--- src/hdl/wcpr_span.sv ---
// Window bounds of a query: Q16.16 centre, rounded ends, clamping.
`timescale 1ns / 1ps

module wcpr_span #(
	parameter int FRAME_DEPTH = 4096
) (
	input  logic                                 clk,
	input  logic                                 arst_n,
	input  logic                                 start,
	input  logic [15:0]                          column,
	input  logic [31:0]                          frames_per_column,
	input  logic [$clog2(FRAME_DEPTH+1)-1:0]     frame_count,
	output logic                                 done,
	output logic                                 nonempty,
	output logic [$clog2(FRAME_DEPTH)-1:0]       first,
	output logic [$clog2(FRAME_DEPTH)-1:0]       last
);

	localparam int AW = $clog2(FRAME_DEPTH);

	logic        v_s1, v_s2, v_s3, v_s4;
	logic [47:0] prod_s1;
	logic [31:0] fpc_s1;
	logic [50:0] ts_s2;
	logic [49:0] te_s2;
	logic [32:0] first_s3, stop_s3;
	logic        nonempty_s4;
	logic [AW-1:0] first_s4, last_s4;

	logic        s_neg;
	logic [32:0] s_first, s_end, s_stop;
	logic [32:0] n33, stop_c, stop_m1;

	always_ff @(posedge clk or negedge arst_n) begin
		if (!arst_n) begin
			v_s1 <= 1'b0;
			v_s2 <= 1'b0;
			v_s3 <= 1'b0;
			v_s4 <= 1'b0;
		end else begin
			v_s1 <= start;
			v_s2 <= v_s1;
			v_s3 <= v_s2;
			v_s4 <= v_s3;
		end
	end

	// rounding offset of half a frame folded into both ends
	always_comb begin
		s_neg   = ts_s2[50] | (ts_s2 == '0);
		s_first = s_neg ? '0 : ts_s2[49:17];
		s_end   = te_s2[49:17];
		if (s_neg) begin
			s_stop = s_end;
		end else begin
			s_stop = (s_end > s_first) ? s_end : s_first + 33'd1;
		end
		n33     = 33'(frame_count);
		stop_c  = (stop_s3 > n33) ? n33 : stop_s3;
		stop_m1 = stop_c - 33'd1;
	end

	always_ff @(posedge clk) begin
		prod_s1     <= column * frames_per_column;
		fpc_s1      <= frames_per_column;
		ts_s2       <= {2'b00, prod_s1, 1'b0} - {19'd0, fpc_s1} + 51'd65536;
		te_s2       <= {1'b0, prod_s1, 1'b0} + {18'd0, fpc_s1} + 50'd65536;
		first_s3    <= s_first;
		stop_s3     <= s_stop;
		nonempty_s4 <= first_s3 < stop_c;
		first_s4    <= first_s3[AW-1:0];
		last_s4     <= stop_m1[AW-1:0];
	end

	assign done     = v_s4;
	assign nonempty = nonempty_s4;
	assign first    = first_s4;
	assign last     = last_s4;

endmodule

--- config.mk ---
export PLATFORM = sky130hd
export DESIGN_NAME = wcpr_span
export DESIGN_NICKNAME = d
export VERILOG_FILES = /design/src/hdl/wcpr_span.sv
export SDC_FILE = /design/constraint.sdc
export NUM_CORES = 2
export LEC_CHECK = 0
export BUFFER_PORTS_ARGS = -buffer_cell sky130_fd_sc_hd__buf_4
export CORE_MARGIN = 2
export CORE_UTILIZATION = 25
export CTS_CLUSTER_DIAMETER = 30
export DETAILED_ROUTE_END_ITERATION = 8
export GPL_TIMING_DRIVEN = 0
export PLACE_DENSITY = 0.38
export SLEW_MARGIN = 20
export SYNTH_ARGS = -nofsm -noshare
export SYNTH_HDL_FRONTEND = slang
export SYNTH_SLANG_ARGS = --single-unit
--- constraint.sdc ---
create_clock -name clk -period 5.7 [get_ports clk]
set_input_delay 0.855 -clock clk [delete_from_list [all_inputs] [get_ports clk]]
set_output_delay 0.855 -clock clk [all_outputs]
set_load 0.01 [all_outputs]
Word-level counts from Yosys, hierarchy flattened
Cells that the tools add are included.
W data, S select, Z words.

cells by class
  add/sub/neg operators = 6
  multiply operators = 1
  order comparisons = 3
  muxes and demuxes = 4
  bitwise gates (word level) = 1
  reductions and logical operators = 1

operator list
  kind                      number
  $mux W33                  4
  $add A50 B18 Y51 const B  1
  $logic_not A51 Y1         1
  $add A49 B32 Y50          1
  $add A50 B17 Y50 const B  1
  $sub A49 B32 Y50          1
  $mul A16 B32 Y48          1
  $add A33 B1 Y33 const B   1
  $gt A33 B13 Y1            1
  $gt A33 B33 Y1            1
  $lt A33 B33 Y1            1
  $sub A12 B1 Y12 const B   1
  $or A1 B1 Y1              1

word-level totals
  flip-flop bits (word level) = 276
  bits of input ports = 64
  output and inout bits = 26
  logic and storage cells = 29

Depth between registers and ports, before layout
  depth after elaboration = 6
  mapped depth = 26
  mapped depth without buffers = 25

Worst setup path after synthesis
No wires, ideal clock.

  path type = in2reg
  from = input port column[12]
  to = register prod_s1[43]
  setup time = 0.091 ns
  arrival = 6.546 ns
  data required time = 5.609 ns
  slack = -0.937 ns
  stages on the path = 23
  buffers on the path = 1
  path through = clkbuf_1 nand2_1 fa_1 inv_1 fa_1 fa_1 fa_1 fa_1 inv_1 fa_1 inv_1 ha_1 a21o_1 a21oi_1 o21ai_0 a21o_1 o21ai_0 a21oi_1 o31ai_1 a21o_1 a21o_1 nand2_1 a311oi_1

between the ends
  longest elaborated chain between the ends = 1

ends and longest elaborated chain
  what                  RTL line  text
  start, declared       10        input logic [15:0] column,
  $mul A16 B32 Y48      64        prod_s1 <= column * frames_per_column;
  end signal, assigned  64
  end, declared         22        logic [47:0] prod_s1;

No other way between the ends.

Worst setup path after layout
  from = input port column[6]
  to = register prod_s1[44]

Same word-level chain as after synthesis.

==> results.md <==
* Mux cell area share after synthesis at 0.0164
* Fin nets at 4,375
* Max Slew Vio Count at 0
* Post-synth EDFFs at 0
* Post-route ant nets at 0
* Slowest stage delay, CP at 0.56 ns
* Synth unique cells at a little over 90
* Maximum clock insertion buffer count at 3
* Design area at 0.0374 mm2
* #FFs+latches synth at 259
* Global-route usage over all layers at 0.166
* Netlist area before placement at 0.0299 mm2
* Worst Tran Pin Value at roughly 1 ns
* Final core occ at 0.316
* Die X at 350 um
* DRT iter0 DRCs at 1,067
* Cts hold-fix bufs at 0
* Reg2reg end: stop_s3[22]
* Core area at around 0.12 mm2
* Final Hold Slack at around 0.079 ns
* Crit-path max FO at 6
* Clk_lat worst skew at 0.60 ns
* DRC errors left at 0
* Full die area at 0.123 mm2
* Slew margin rel. at 0.337
* Area Growth Syn to Fin at 25.0%
* Setup Viol. Count Final at 24
* Die height at 350 um
* Data arrival time of the critical path at 6.77 ns
* Simple-Gate Fraction of Synth Area at 0.179
* CTS Buf Count at 49
* Fin crit period at 6.30 ns
* Area leader, netlist: fa_1
* Routed via count at roughly 23,000
* Initial Util at 0.253
* Vias in the first global route at 24,400
* Setup ws final at -0.600 ns
* # IOs at 90
* Largest net degree at the start of global routing at 18
* Failing checks: negative setup slack
* Setup crit end: prod_s1[44]
* Port Buffers at 89
* Asr flop ratio synth at 0.0154
* Crit Path Category: in2reg
* CTS tree: done
* Global-route wire length before repair at 153,000 um
* H-tree depth at 2
* Place WS at -1.89 ns
* Post-Synth Adder-Cell Area at 0.403
* Clock sink total at about 260
* Largest family of logic cells by synthesized area: adder cells
* Largest cells by area after synthesis: fa_1, dfxtp_1, ha_1, inv_1, nand2_1
* Cell mode on critical path: fa_1
* Final Hold Viols at 0
* Estimated wirelength of the detail-placed design at 83,100 um
* Fill count at 12,500
* Initial antenna violation count at 10
* Max cap viols at 0
* Share of cells above drive strength 1 at 0.156
* Seq/Total Area, Yosys at 0.174
* Worst hold path class: in2async
* Total Wirelength at between 100,000 and 150,000 um
* Post-synthesis compound-gate area fraction at 0.0880
* Startpoint types: input pin
* Row cnt at around 130
* Pre-antenna DRT Iters at 8
* Syn Inst Count at 3,365
* Final Wtd Congestion at about 0.84
* WL/cell at 19.1 um
* Worst reg-to-reg path cell count at 18
* Status: complete, but fails checks
* Worst path slowest cell: fa_1
* Worst r2r src: ts_s2[24]
* Part of the cycle the worst path needs at 1.11
* Critical path required time at ~6 ns
* Vias per cell at 4.37
* CP endpoint kind: register
* Most frequent cells in the layout: inv_1, nand2_1, fa_1, ha_1, dfxtp_1
* Cell Area, Placed at 0.0333 mm2
* CP Launch Point: column[6]
* Root Buffer: clkbuf_16
* Main synth FF type: dfxtp_1
* Clock Skew at around 0.044 ns
* Post-Synth XOR/XNOR Area at 0.0515
* GRT overflow at 0
* Clock-pin slew on the worst setup and hold paths at 0.05 ns
* Commonest non-fill, non-tap cell in the layout: inv_1
* Synthesized area per cell at slightly below 9 um2
* R2r setup slk at between 0.2 and 0.3 ns
* Synth top area share at 0.280
* Fmax at 159 MHz
* Yosys warning count at 0
* RSZ-0062 raised after global routing: yes
## sequential cells by signal, summed over array words and instances, names as in the netlist
signal and flops:
v_s2 1, done 1, prod_s1 48, first_s3 33
v_s1 1, ts_s2 50, te_s2 34, fpc_s1 32
nonempty 1, last 12, stop_s3 33, v_s3 1
first 12
## area by class of cell
class                           instances  area (um2)  area share
Inverter                              592        2220      0.0594
Sequential cell                       259        5210       0.139
Buffer                                107        1690      0.0452
Tap cell                             1600        2000      0.0535
Timing Repair Buffer                  166        1550      0.0415
Antenna cell                            3        7.51    0.000201
Multi-Input combinational cell       2424       23000       0.614
Clock inverter                         41         518      0.0138
Clock buffer                           51        1250      0.0335
## routing by layer
layer | GRT usage | vias up | wire length [um]
li1 | - | 11100 | -
met1 | 0.229 | 11200 | 48100
met2 | 0.269 | 441 | 45200
met3 | 0.0190 | 117 | 3730
met4 | 0.0542 | 6 | 3180
met5 | 0 | - | 41
## cells by family after synthesis
group           Yosys count
buf+inv                 701
mux                      45
simple gates           1069
flops                   259
other cells               1
fa+ha+maj               712
compound gates          402
xor+xnor                176
## worst min-delay path by stage
stage / from / endpoint / slack, ns / cells past startpoint
floorplan: v_s3 / done / 0.33 / 0
finish: arst_n / v_s1 / 0.08 / 1
detailed placement: v_s3 / done / 0.34 / 0
CTS: arst_n / done / 0.04 / 1
global route: arst_n / v_s1 / 0.05 / 1
global placement: v_s3 / done / 0.33 / 0
## repair_timing
action                     CTS  global route
setup endpoints to repair   63            53
pin swaps                   72            55
buffers inserted            55            18
resized for setup          295            43
cloned                       4             0
## cell usage after synthesis (31+ instances only)
library cell	number
inv_1	591
nand2_1	423
fa_1	419
ha_1	293
dfxtp_1	255
and2_1	223
nor2_1	130
a21oi_1	126
xnor2_1	123
clkbuf_1	95
o21ai_0	71
a21o_1	70
nor3_1	57
nand3_1	55
xor2_1	53
nand4_1	31
## critical path, delay by kind of cell
family	cells	cell delay, ns
compound gates	6	0.84
buf+inv	10	1.02
xor+xnor	1	0.17
simple gates	5	0.52
fa+ha+maj	7	3.37
## through the flow
step | TNS (ns) | cells
after floorplan | -5.14 | 3384
after global placement | -77.93 | 5073
after detailed placement | -66.80 | 5073
after CTS | -4.65 | 5222
after global routing | -11.02 | 5240
final | -7.56 | 5243
Power is not shown: default switching activity piles up to over one toggle a cycle in this logic, so the estimate is an artifact.
